$ cat src/ecal_pkg.sv
// Shared types and constants of the epoch to UTC calendar pipeline.
// No dependencies; imported by every RTL module of the block.
package ecal_pkg;

    localparam int unsigned EPOCH_W = 32;
    localparam int unsigned SECS_W  = 17;   // seconds of the day, < 86400
    localparam int unsigned DQ_W    = 16;   // biased day count, < 49712
    localparam int unsigned Z_W     = 20;   // days since 0000-03-01
    localparam int unsigned DOE_W   = 18;   // day of era
    localparam int unsigned YOE_W   = 9;    // year of era
    localparam int unsigned DOY_W   = 9;    // day of March-based year
    localparam int unsigned MP_W    = 4;    // March-based month

    // 24856 whole days added in front so the floored split works unsigned
    localparam logic [EPOCH_W:0] DAY_BIAS_SECS = 33'd2147558400;
    // 719468 - 24856
    localparam logic [Z_W-1:0]   Z_BIAS        = 20'd694612;
    localparam logic [Z_W-1:0]   ERA4_START    = 20'd584388;
    localparam logic [Z_W-1:0]   ERA5_START    = 20'd730485;

    localparam logic [DOE_W-1:0] CENTURY_DAYS  = 18'd36524;
    localparam logic [DOE_W-1:0] ERA_LAST_DAY  = 18'd146096;
    localparam logic [DOY_W-1:0] MAR_TO_DEC    = 9'd306;
    localparam logic [MP_W-1:0]  MP_JANUARY    = 4'd10;

    // reciprocal multipliers, ceil(2^k / d), exact over each operand range
    localparam int unsigned      DIV675_SH   = 36;
    localparam logic [26:0]      DIV675_MUL  = 27'(((64'd1 << 36) + 64'd674) / 64'd675);
    localparam int unsigned      DIV3600_SH  = 30;
    localparam logic [18:0]      DIV3600_MUL = 19'(((64'd1 << 30) + 64'd3599) / 64'd3600);
    localparam int unsigned      DIV60_SH    = 18;
    localparam logic [12:0]      DIV60_MUL   = 13'(((64'd1 << 18) + 64'd59) / 64'd60);
    localparam int unsigned      DIV7_SH     = 23;
    localparam logic [20:0]      DIV7_MUL    = 21'(((64'd1 << 23) + 64'd6) / 64'd7);
    localparam int unsigned      DIV1460_SH  = 29;
    localparam logic [18:0]      DIV1460_MUL = 19'(((64'd1 << 29) + 64'd1459) / 64'd1460);
    localparam int unsigned      DIV365_SH   = 27;
    localparam logic [18:0]      DIV365_MUL  = 19'(((64'd1 << 27) + 64'd364) / 64'd365);
    localparam int unsigned      DIV153_SH   = 19;
    localparam logic [11:0]      DIV153_MUL  = 12'(((64'd1 << 19) + 64'd152) / 64'd153);

    typedef struct packed {
        logic [4:0] hour;
        logic [5:0] minute;
        logic [5:0] second;
    } tod_t;

    // laid out as the output tdata, lowest field last
    typedef struct packed {
        logic [1:0] pad;
        logic [8:0] year_day;
        logic [7:0] year_since_1900;
        logic [3:0] month_index;
        logic [4:0] month_day;
        logic [2:0] weekday;
        logic [4:0] hour;
        logic [5:0] minute;
        logic [5:0] second;
    } result_t;

    // (153 * mp + 2) / 5: first day of each March-based month
    function automatic logic [DOY_W-1:0] month_start(input logic [MP_W-1:0] mp);
        logic [DOY_W-1:0] d;
        case (mp)
            4'd0:    d = 9'd0;
            4'd1:    d = 9'd31;
            4'd2:    d = 9'd61;
            4'd3:    d = 9'd92;
            4'd4:    d = 9'd122;
            4'd5:    d = 9'd153;
            4'd6:    d = 9'd184;
            4'd7:    d = 9'd214;
            4'd8:    d = 9'd245;
            4'd9:    d = 9'd275;
            4'd10:   d = 9'd306;
            4'd11:   d = 9'd337;
            default: d = 9'd0;
        endcase
        return d;
    endfunction

endpackage

$ cat src/ecal_day_split.sv
// Floored split of signed epoch seconds into days since 0000-03-01
// and seconds of the day, three register stages. Uses ecal_pkg.
module ecal_day_split (
    input  logic                              clk,
    input  logic                              rst_n,
    input  logic                              en,
    input  logic                              in_valid,
    input  logic signed [ecal_pkg::EPOCH_W-1:0] epoch_seconds,
    output logic                              out_valid,
    output logic [ecal_pkg::Z_W-1:0]          z,
    output logic [ecal_pkg::SECS_W-1:0]       secs
);
    import ecal_pkg::*;

    logic [2:0]        valid_reg, valid_next;
    logic [EPOCH_W:0]  u_reg, u_next;
    logic [25:0]       v_reg, v_next;
    logic [6:0]        lo_reg, lo_next;
    logic [DQ_W-1:0]   q_reg, q_next;
    logic [52:0]       q_prod;
    logic [25:0]       qd_prod;
    logic [25:0]       rem;
    logic [Z_W-1:0]    z_reg, z_next;
    logic [SECS_W-1:0] secs_reg, secs_next;

    assign valid_next = {valid_reg[1:0], in_valid};

    // stage 1: bias so the count is never negative
    assign u_next = {epoch_seconds[EPOCH_W-1], epoch_seconds} + DAY_BIAS_SECS;

    // stage 2: 86400 = 128 * 675, quotient by reciprocal
    assign q_prod = 53'(u_reg[EPOCH_W:7]) * 53'(DIV675_MUL);
    assign q_next = q_prod[DIV675_SH +: DQ_W];
    assign v_next = u_reg[EPOCH_W:7];
    assign lo_next = u_reg[6:0];

    // stage 3: remainder and day shift
    assign qd_prod   = 26'(q_reg) * 26'd675;
    assign rem       = v_reg - qd_prod;
    assign secs_next = {rem[9:0], lo_reg};
    assign z_next    = 20'(q_reg) + Z_BIAS;

    always_ff @(posedge clk or negedge rst_n)
    begin
        if (!rst_n)
        begin
            valid_reg <= '0;
        end
        else if (en)
        begin
            valid_reg <= valid_next;
        end
    end

    always_ff @(posedge clk)
    begin
        if (en)
        begin
            u_reg    <= u_next;
            q_reg    <= q_next;
            v_reg    <= v_next;
            lo_reg   <= lo_next;
            z_reg    <= z_next;
            secs_reg <= secs_next;
        end
    end

    assign out_valid = valid_reg[2];
    assign z         = z_reg;
    assign secs      = secs_reg;

endmodule

$ cat src/ecal_tod.sv
// Hour, minute and second from the seconds of the day, four data stages.
// Uses ecal_pkg; valid bits travel in the enclosing pipeline.
module ecal_tod (
    input  logic                        clk,
    input  logic                        en,
    input  logic [ecal_pkg::SECS_W-1:0] secs,
    output ecal_pkg::tod_t              tod
);
    import ecal_pkg::*;

    logic [SECS_W-1:0] secs1_reg;
    logic [4:0]        hr1_reg, hr2_reg, hr3_reg, hr4_reg, hr1_next;
    logic [35:0]       hr_prod;
    logic [11:0]       rem2_reg, rem3_reg, rem2_next;
    logic [SECS_W-1:0] hr_secs;
    logic [SECS_W-1:0] rem_full;
    logic [24:0]       mi_prod;
    logic [5:0]        mi3_reg, mi4_reg, mi3_next;
    logic [11:0]       mi_secs;
    logic [11:0]       se_full;
    logic [5:0]        se4_reg, se4_next;

    assign hr_prod   = 36'(secs) * 36'(DIV3600_MUL);
    assign hr1_next  = hr_prod[DIV3600_SH +: 5];

    assign hr_secs   = 17'(hr1_reg) * 17'd3600;
    assign rem_full  = secs1_reg - hr_secs;
    assign rem2_next = rem_full[11:0];

    assign mi_prod   = 25'(rem2_reg) * 25'(DIV60_MUL);
    assign mi3_next  = mi_prod[DIV60_SH +: 6];

    assign mi_secs   = 12'(mi3_reg) * 12'd60;
    assign se_full   = rem3_reg - mi_secs;
    assign se4_next  = se_full[5:0];

    always_ff @(posedge clk)
    begin
        if (en)
        begin
            secs1_reg <= secs;
            hr1_reg   <= hr1_next;
            hr2_reg   <= hr1_reg;
            rem2_reg  <= rem2_next;
            hr3_reg   <= hr2_reg;
            rem3_reg  <= rem2_reg;
            mi3_reg   <= mi3_next;
            hr4_reg   <= hr3_reg;
            mi4_reg   <= mi3_reg;
            se4_reg   <= se4_next;
        end
    end

    assign tod.hour   = hr4_reg;
    assign tod.minute = mi4_reg;
    assign tod.second = se4_reg;

endmodule

$ cat src/ecal_civil.sv
// Civil date from days since 0000-03-01 (era method), eight stages,
// with weekday and the time of day alongside. Uses ecal_pkg and ecal_tod.
module ecal_civil (
    input  logic                        clk,
    input  logic                        rst_n,
    input  logic                        en,
    input  logic                        in_valid,
    input  logic [ecal_pkg::Z_W-1:0]    z,
    input  logic [ecal_pkg::SECS_W-1:0] secs,
    output logic                        out_valid,
    output ecal_pkg::result_t           result
);
    import ecal_pkg::*;

    logic [7:0] valid_reg, valid_next;

    // stage 1
    logic             era1_reg, era1_next;
    logic [DOE_W-1:0] doe1_reg, doe1_next;
    logic [Z_W-1:0]   zp1_reg, zp1_next;
    logic [Z_W-1:0]   z_off;
    // stage 2
    logic [36:0]      n1_prod;
    logic [6:0]       n1_2_reg, n1_2_next;
    logic [2:0]       c2_reg, c2_next;
    logic             e2_reg, e2_next;
    logic [40:0]      w_prod;
    logic [17:0]      wq2_reg, wq2_next;
    logic [DOE_W-1:0] doe2_reg;
    logic             era2_reg;
    logic [Z_W-1:0]   zp2_reg;
    // stage 3
    logic [DOE_W-1:0] a3_reg, a3_next;
    logic [Z_W-1:0]   w_rem;
    logic [2:0]       wd3_reg, wd3_next;
    logic [DOE_W-1:0] doe3_reg;
    logic             era3_reg;
    // stage 4
    logic [36:0]      yoe_prod;
    logic [YOE_W-1:0] yoe4_reg, yoe4_next;
    logic [DOE_W-1:0] doe4_reg;
    logic             era4_reg;
    logic [2:0]       wd4_reg;
    // stage 5
    logic [1:0]       cent5;
    logic [DOE_W-1:0] yr_days;
    logic [DOE_W-1:0] doy_full;
    logic [DOY_W-1:0] doy5_reg, doy5_next;
    logic [YOE_W-1:0] yoe5_reg;
    logic             era5_reg;
    logic [2:0]       wd5_reg;
    tod_t             tod_now;
    tod_t             tod5_reg, tod6_reg, tod7_reg;
    // stage 6
    logic [10:0]      mp_arg;
    logic [22:0]      mp_prod;
    logic [MP_W-1:0]  mp6_reg, mp6_next;
    logic [DOY_W-1:0] doy6_reg;
    logic [YOE_W-1:0] yoe6_reg;
    logic             era6_reg;
    logic [2:0]       wd6_reg;
    // stage 7
    logic [DOY_W-1:0] dom_full;
    logic [4:0]       dom7_reg, dom7_next;
    logic [MP_W-1:0]  mon7_reg, mon7_next;
    logic [YOE_W-1:0] yp7_reg, yp7_next;
    logic [DOY_W-1:0] doy7_reg;
    logic             era7_reg;
    logic [2:0]       wd7_reg;
    // stage 8
    logic             leap;
    logic [DOY_W-1:0] yday;
    logic [YOE_W-1:0] ysince_full;
    result_t          res8_reg, res8_next;

    assign valid_next = {valid_reg[6:0], in_valid};

    ecal_tod u_tod (
        .clk  (clk),
        .en   (en),
        .secs (secs),
        .tod  (tod_now)
    );

    // stage 1: era is 4 or 5 over the whole 32-bit input range
    assign era1_next = (z >= ERA5_START);
    assign z_off     = era1_next ? (z - ERA5_START) : (z - ERA4_START);
    assign doe1_next = z_off[DOE_W-1:0];
    assign zp1_next  = z + 20'd3;

    // stage 2
    assign n1_prod   = 37'(doe1_reg) * 37'(DIV1460_MUL);
    assign n1_2_next = n1_prod[DIV1460_SH +: 7];
    always_comb
    begin
        if (doe1_reg >= ERA_LAST_DAY)
            c2_next = 3'd4;
        else if (doe1_reg >= 18'(CENTURY_DAYS * 3))
            c2_next = 3'd3;
        else if (doe1_reg >= 18'(CENTURY_DAYS * 2))
            c2_next = 3'd2;
        else if (doe1_reg >= CENTURY_DAYS)
            c2_next = 3'd1;
        else
            c2_next = 3'd0;
    end
    assign e2_next  = (doe1_reg == ERA_LAST_DAY);
    assign w_prod   = 41'(zp1_reg) * 41'(DIV7_MUL);
    assign wq2_next = w_prod[DIV7_SH +: 18];

    // stage 3
    assign a3_next  = doe2_reg - 18'(n1_2_reg) + 18'(c2_reg) - 18'(e2_reg);
    assign w_rem    = zp2_reg - 20'(wq2_reg) * 20'd7;
    assign wd3_next = w_rem[2:0];

    // stage 4
    assign yoe_prod  = 37'(a3_reg) * 37'(DIV365_MUL);
    assign yoe4_next = yoe_prod[DIV365_SH +: YOE_W];

    // stage 5
    always_comb
    begin
        if (yoe4_reg >= 9'd300)
            cent5 = 2'd3;
        else if (yoe4_reg >= 9'd200)
            cent5 = 2'd2;
        else if (yoe4_reg >= 9'd100)
            cent5 = 2'd1;
        else
            cent5 = 2'd0;
    end
    assign yr_days   = 18'(yoe4_reg) * 18'd365 + 18'(yoe4_reg[YOE_W-1:2]) - 18'(cent5);
    assign doy_full  = doe4_reg - yr_days;
    assign doy5_next = doy_full[DOY_W-1:0];

    // stage 6
    assign mp_arg   = 11'(doy5_reg) * 11'd5 + 11'd2;
    assign mp_prod  = 23'(mp_arg) * 23'(DIV153_MUL);
    assign mp6_next = mp_prod[DIV153_SH +: MP_W];

    // stage 7
    assign dom_full  = doy6_reg - month_start(mp6_reg) + 9'd1;
    assign dom7_next = dom_full[4:0];
    assign mon7_next = (mp6_reg < MP_JANUARY) ? (mp6_reg + 4'd2) : (mp6_reg - MP_JANUARY);
    // January and February belong to the next civil year
    assign yp7_next  = yoe6_reg + 9'(mon7_next <= 4'd1);

    // stage 8: year base is 1600 or 2000, so only the year of era matters
    assign leap = (yp7_reg[1:0] == 2'd0) && (yp7_reg != 9'd100) &&
                  (yp7_reg != 9'd200) && (yp7_reg != 9'd300);
    assign yday = (doy7_reg >= MAR_TO_DEC) ? (doy7_reg - MAR_TO_DEC)
                                           : (doy7_reg + 9'd59 + 9'(leap));
    assign ysince_full = era7_reg ? (yp7_reg + 9'd100) : (yp7_reg - 9'd300);

    always_comb
    begin
        res8_next.pad             = 2'b00;
        res8_next.year_day        = yday;
        res8_next.year_since_1900 = ysince_full[7:0];
        res8_next.month_index     = mon7_reg;
        res8_next.month_day       = dom7_reg;
        res8_next.weekday         = wd7_reg;
        res8_next.hour            = tod7_reg.hour;
        res8_next.minute          = tod7_reg.minute;
        res8_next.second          = tod7_reg.second;
    end

    always_ff @(posedge clk or negedge rst_n)
    begin
        if (!rst_n)
        begin
            valid_reg <= '0;
        end
        else if (en)
        begin
            valid_reg <= valid_next;
        end
    end

    always_ff @(posedge clk)
    begin
        if (en)
        begin
            era1_reg <= era1_next;
            doe1_reg <= doe1_next;
            zp1_reg  <= zp1_next;

            n1_2_reg <= n1_2_next;
            c2_reg   <= c2_next;
            e2_reg   <= e2_next;
            wq2_reg  <= wq2_next;
            doe2_reg <= doe1_reg;
            era2_reg <= era1_reg;
            zp2_reg  <= zp1_reg;

            a3_reg   <= a3_next;
            wd3_reg  <= wd3_next;
            doe3_reg <= doe2_reg;
            era3_reg <= era2_reg;

            yoe4_reg <= yoe4_next;
            doe4_reg <= doe3_reg;
            era4_reg <= era3_reg;
            wd4_reg  <= wd3_reg;

            doy5_reg <= doy5_next;
            yoe5_reg <= yoe4_reg;
            era5_reg <= era4_reg;
            wd5_reg  <= wd4_reg;
            tod5_reg <= tod_now;

            mp6_reg  <= mp6_next;
            doy6_reg <= doy5_reg;
            yoe6_reg <= yoe5_reg;
            era6_reg <= era5_reg;
            wd6_reg  <= wd5_reg;
            tod6_reg <= tod5_reg;

            dom7_reg <= dom7_next;
            mon7_reg <= mon7_next;
            yp7_reg  <= yp7_next;
            doy7_reg <= doy6_reg;
            era7_reg <= era6_reg;
            wd7_reg  <= wd6_reg;
            tod7_reg <= tod6_reg;

            res8_reg <= res8_next;
        end
    end

    assign out_valid = valid_reg[7];
    assign result    = res8_reg;

endmodule

$ cat src/ecal_out_buf.sv
// Output register plus one skid entry; freezes the pipeline only when
// the skid entry is occupied. Uses ecal_pkg for the result type.
module ecal_out_buf (
    input  logic              clk,
    input  logic              rst_n,
    input  logic              in_valid,
    input  ecal_pkg::result_t in_data,
    output logic              pipe_en,
    output logic              out_valid,
    input  logic              out_ready,
    output ecal_pkg::result_t out_data
);
    import ecal_pkg::*;

    logic    out_valid_reg, out_valid_next;
    logic    skid_valid_reg, skid_valid_next;
    result_t out_data_reg;
    result_t skid_data_reg;
    logic    push;
    logic    pop;
    logic    load_out;
    logic    load_skid;
    logic    take_skid;

    assign pipe_en = !skid_valid_reg;
    assign push    = pipe_en && in_valid;
    assign pop     = out_valid_reg && out_ready;

    always_comb
    begin
        out_valid_next  = out_valid_reg;
        skid_valid_next = skid_valid_reg;
        load_out        = 1'b0;
        load_skid       = 1'b0;
        take_skid       = 1'b0;
        if (pop || !out_valid_reg)
        begin
            if (skid_valid_reg)
            begin
                out_valid_next  = 1'b1;
                skid_valid_next = 1'b0;
                take_skid       = 1'b1;
            end
            else
            begin
                out_valid_next = push;
                load_out       = push;
            end
        end
        else if (push)
        begin
            skid_valid_next = 1'b1;
            load_skid       = 1'b1;
        end
    end

    always_ff @(posedge clk or negedge rst_n)
    begin
        if (!rst_n)
        begin
            out_valid_reg  <= 1'b0;
            skid_valid_reg <= 1'b0;
        end
        else
        begin
            out_valid_reg  <= out_valid_next;
            skid_valid_reg <= skid_valid_next;
        end
    end

    always_ff @(posedge clk)
    begin
        if (take_skid)
            out_data_reg <= skid_data_reg;
        else if (load_out)
            out_data_reg <= in_data;
        if (load_skid)
            skid_data_reg <= in_data;
    end

    assign out_valid = out_valid_reg;
    assign out_data  = out_data_reg;

endmodule

$ cat src/epoch_seconds_to_utc_calendar_top.sv
// channel | direction | tdata fields (low bit first)                     | tuser
// s_axis  | in        | epoch_seconds[31:0]                              | -
// m_axis  | out       | second, minute, hour, weekday, month_day,        | -
//         |           | month_index, year_since_1900, year_day, 2b zero  |
//
// One item per cycle while s_axis_tready stays high; 12 register stages (3 day-split,
// 8 calendar, output register) lie between s_axis and m_axis.
// Reset clears all valid bits and the output/skid flags; no data is cleared.
// A stalled output parks one more item in the skid entry; s_axis_tready drops
// only while that entry is full, and the whole pipeline holds in place then.
// Top level of the epoch to UTC calendar converter; uses ecal_pkg,
// ecal_day_split, ecal_civil and ecal_out_buf.
module epoch_seconds_to_utc_calendar_top (
    input  logic        clk,
    input  logic        rst_n,
    input  logic        s_axis_tvalid,
    output logic        s_axis_tready,
    input  logic [31:0] s_axis_tdata,   // [31:0] epoch_seconds
    output logic        m_axis_tvalid,
    input  logic        m_axis_tready,
    output logic [47:0] m_axis_tdata    // [5:0] second, [11:6] minute, [16:12] hour,
                                        // [19:17] weekday, [24:20] month_day,
                                        // [28:25] month_index, [36:29] year_since_1900,
                                        // [45:37] year_day, [47:46] zero
);
    import ecal_pkg::*;

    logic              pipe_en;
    logic              split_valid;
    logic [Z_W-1:0]    split_z;
    logic [SECS_W-1:0] split_secs;
    logic              civil_valid;
    result_t           civil_result;
    result_t           out_result;

    assign s_axis_tready = pipe_en;

    ecal_day_split u_split (
        .clk           (clk),
        .rst_n         (rst_n),
        .en            (pipe_en),
        .in_valid      (s_axis_tvalid),
        .epoch_seconds ($signed(s_axis_tdata)),
        .out_valid     (split_valid),
        .z             (split_z),
        .secs          (split_secs)
    );

    ecal_civil u_civil (
        .clk       (clk),
        .rst_n     (rst_n),
        .en        (pipe_en),
        .in_valid  (split_valid),
        .z         (split_z),
        .secs      (split_secs),
        .out_valid (civil_valid),
        .result    (civil_result)
    );

    ecal_out_buf u_out (
        .clk       (clk),
        .rst_n     (rst_n),
        .in_valid  (civil_valid),
        .in_data   (civil_result),
        .pipe_en   (pipe_en),
        .out_valid (m_axis_tvalid),
        .out_ready (m_axis_tready),
        .out_data  (out_result)
    );

    assign m_axis_tdata = out_result;

endmodule

$ cat config.mk
export PLATFORM = sky130hd
export DESIGN_NAME = epoch_seconds_to_utc_calendar_top
export DESIGN_NICKNAME = d
export VERILOG_FILES = /design/src/ecal_pkg.sv /design/src/ecal_day_split.sv /design/src/ecal_tod.sv /design/src/ecal_civil.sv /design/src/ecal_out_buf.sv /design/src/epoch_seconds_to_utc_calendar_top.sv
export SDC_FILE = /design/constraint.sdc
export NUM_CORES = 2
export LEC_CHECK = 0
export BUFFER_PORTS_ARGS = -buffer_cell sky130_fd_sc_hd__buf_2
export CAP_MARGIN = 20
export CORE_MARGIN = 3
export CORE_UTILIZATION = 35
export DETAILED_ROUTE_END_ITERATION = 6
export GPL_TIMING_DRIVEN = 0
export SLEW_MARGIN = 0
export SYNTH_ARGS = -nofsm -noshare
export SYNTH_HDL_FRONTEND = slang
export SYNTH_SLANG_ARGS = --single-unit
export TNS_END_PERCENT = 20
$ cat constraint.sdc
create_clock -name clk -period 44 [get_ports clk]
set_input_delay 6.6 -clock clk [delete_from_list [all_inputs] [get_ports clk]]
set_output_delay 6.6 -clock clk [all_outputs]
set_load 0.1 [all_outputs]
==> flow_metrics.py <==
metrics = {
    "clock_network": {
        "clock_path_buffers": 3,
        "cts_inserted_buffers": 66,
        "ctsHoldBuffers": 0,
        "htree_levels": 3,
        "cts_sinks": 581,
        "insertion_delay_ns": 0.66,
        "cts_resized": 0,
        "cts.clk_slew.worst_paths_ns": 0.06,
        "cts_tree": "built",
        "post_cts.repair.setup_buffers": 0,
        "cts.root.buffer_cell": "clkbuf_16",
    },
    "routing": {
        "top_layer": "met4",
        "wl_met1_um": 47000,
        "vias_per_cell": 4.57,
        "drt-total-wl_um": 101000,
        "dr_wl_met3_um": 3240,
        "dr.pass1.iters": 5,
        "antenna_left": 0,
        "wl_per_cell_um": 14.9,
        "num_vias": 30900,
        "drt_iter0_markers": 1275,
        "wl_met2_um": 48200,
        "drcViolationCount": 0,
    },
    "place": {
        "dp.cells": 6652,
        "hpwl_um": 81300,
        "placed_cell_area_sq_um": 58500,
        "io_buffers": 83,
        "gp_congestion": 0.842,
    },
    "grt": {
        "grtUsageTotal_pct": 12.9,
        "antenna_found_initial": 1,
        "grt_pass1_vias": 33000,
        "overflow": 0,
        "grt_pass1_wl_um": 169000,
        "grt_start_max_net_pins": 99,
    },
    "finish": {
        "postLayoutCellArea_sq_um": 60700,
        "nFillCells": 15100,
        "regArea_sq_um": 17300,
        "fin_cells": 6774,
        "layout-drive-gt1-share_pct": 6.02,
        "num_antenna_cells": 0,
        "multi_input_area_sq_um": 33900,
        "layout_commonest_cell": "ha_1",
        "area_growth_pct": 9.77,
        "final_cell_mix": "ha_1, inv_1, fa_1, edfxtp_1, xnor2_1",
        "nNetsFinal": 6459,
    },
    "logic_synthesis": {
        "synth_top_family_by_area": "adder cells",
        "yosys.area_share.simple_pct": 3.33,
        "synth-async-reset-ratio_pct": 2.24,
        "synth-xor-area-share_pct": 3.80,
        "ys_seq_area_share_pct": 31.3,
        "ys_types": 77,
        "ys.warnings.count": 0,
        "ys_ff_latch": 581,
        "synthAdderAreaFrac_pct": 48.1,
        "muxShareOfSynthArea_pct": 1.36,
        "synthCells": 4500,
        "avgSynthCellArea_sq_um": 12.3,
        "synth_compound_area_share_pct": 4.64,
        "ys.flop_type": "edfxtp_1",
        "synth_area_sq_um": 55300,
        "synth_edf_count": 563,
    },
    "die": {
        "core-area_sq_um": 157000,
        "die_x_um": 404,
        "start_util_pct": 35.3,
        "io_pins": 86,
        "row_count": 145,
        "dieArea_sq_um": 163000,
        "die_y_um": 404,
    },
    "timing": {
        "grt_setup_unrepaired": "no",
        "clock.fmax_ghz": 0.104,
        "post-route-period-util_pct": 21.9,
        "skew_ns": 0.0400,
        "tns_ns": 0,
        "hold_viol": 0,
        "slew_viol_final": 0,
        "setup_viol_count_final": 0,
        "period_minus_slack_ns": 9.63,
        "hold_ws_ns": 0.415,
        "tightest_slew_ns": 0.964,
        "max_slew_margin_pct": 35.7,
    },
    "worst_setup_path": {
        "crit-reg2reg-launch": "u_civil.doy5_reg[1]",
        "crit_end": "s_axis_tready",
        "arrival_ns": 3.03,
        "cp.required_ns": 37.40,
        "path_class": "reg -> out",
        "worstPathMaxFanout": 98,
        "reg2reg_depth": 30,
        "start_kind": "register",
        "crit_path_start": "u_out.skid_valid_reg",
        "end_kind": "output port",
        "worst-r2r-setup-slack_ns": 36.11,
    },
    "job": {
        "maxCapViolations": 0,
    },
    "worst_hold_path": {
        "hold_class": "reg -> reg",
    },
    "run_status": {
        "outcome": "finished clean",
    },
}
[cells by family after synthesis]
logic type,Yosys count
flops,581
other cells,1
xor+xnor,240
compound gates,394
mux,68
buf+inv,1086
simple gates,369
fa+ha+maj,1761
[critical path, stage by stage (launching register included)]
cell      delay [ns]
dfrtp_1         0.46
clkinv_4        0.43
buf_16          0.37
buf_16          0.39
buf_2           0.54
[synth_stat cells, types with 5 or more instances]
cell type,instances,area (sq um)
nor2b_1,13,81.3
inv_1,1060,3980
xor2_1,61,534
o21bai_1,10,75.1
and2_1,8,50.1
o21a_1,23,173
fa_1,611,12200
a211oi_1,10,75.1
ha_1,1150,14400
a31oi_1,16,100
a31o_2,5,43.8
o21ai_0,73,365
dfxtp_1,5,100
dfrtp_1,13,325
nor2_1,82,308
clkbuf_1,17,63.8
or2_2,8,50.1
and4_1,6,52.6
or3_1,7,43.8
mux2_2,59,664
nand4_1,26,163
edfxtp_1,563,16900
xnor2_1,179,1570
nand2_1,93,349
o211ai_1,7,52.6
a21o_1,79,593
nand2b_1,15,93.8
and3_1,27,169
nand3_1,35,175
a211o_1,8,70.1
mux2i_1,9,90.1
nor3_1,28,140
a21oi_1,114,571
[worst min-delay path by stage]
stage | slack, ns | to | start | depth (start not counted)
final | 0.41 | u_civil.result[16] | u_civil.res8_next[16] | 0
after global routing | 0.42 | u_civil.result[18] | u_civil.wd7_reg[1] | 0
after CTS | 0.42 | u_civil.result[16] | u_civil.res8_next[16] | 0
after detailed placement | 0.40 | u_civil.doe4_reg[6] | u_civil.doe3_reg[6] | 0
after global placement | 0.40 | u_civil.u_tod.mi4_reg[5] | u_civil.u_tod.mi3_reg[5] | 0
after floorplan | 0.40 | u_civil.doe4_reg[0] | u_civil.doe3_reg[0] | 0
[stage by stage]
stage / setup slack, ns / utilization, %
after floorplan: 27.91 / -
after detailed placement: 34.96 / 37.4
after CTS: 34.24 / 38.8
after global placement: 20.59 / 37.2
after global routing: 34.12 / 38.8
final: 34.37 / 38.8
[final cells by class]
cell class,count,share of cell area (%)
Sequential cell,581,28.5
Inverter,1062,6.57
Multi-Input combinational cell,2834,55.8
Clock inverter,45,0.828
Timing Repair Buffer,93,1.02
Clock buffer,77,2.79
Buffer,24,0.169
Tap cell,2058,4.24
[routing by layer]
| layer | up-vias | track usage [%] |
|---|---|---|
| li1 | 15200 | - |
| met1 | 15200 | 17.4 |
| met2 | 349 | 21.8 |
| met3 | 124 | 1.85 |
| met4 | 0 | 3.11 |
| met5 | - | 0 |
Power is not shown: default switching activity piles up to over one toggle a cycle in this logic, so the estimate is an artifact.
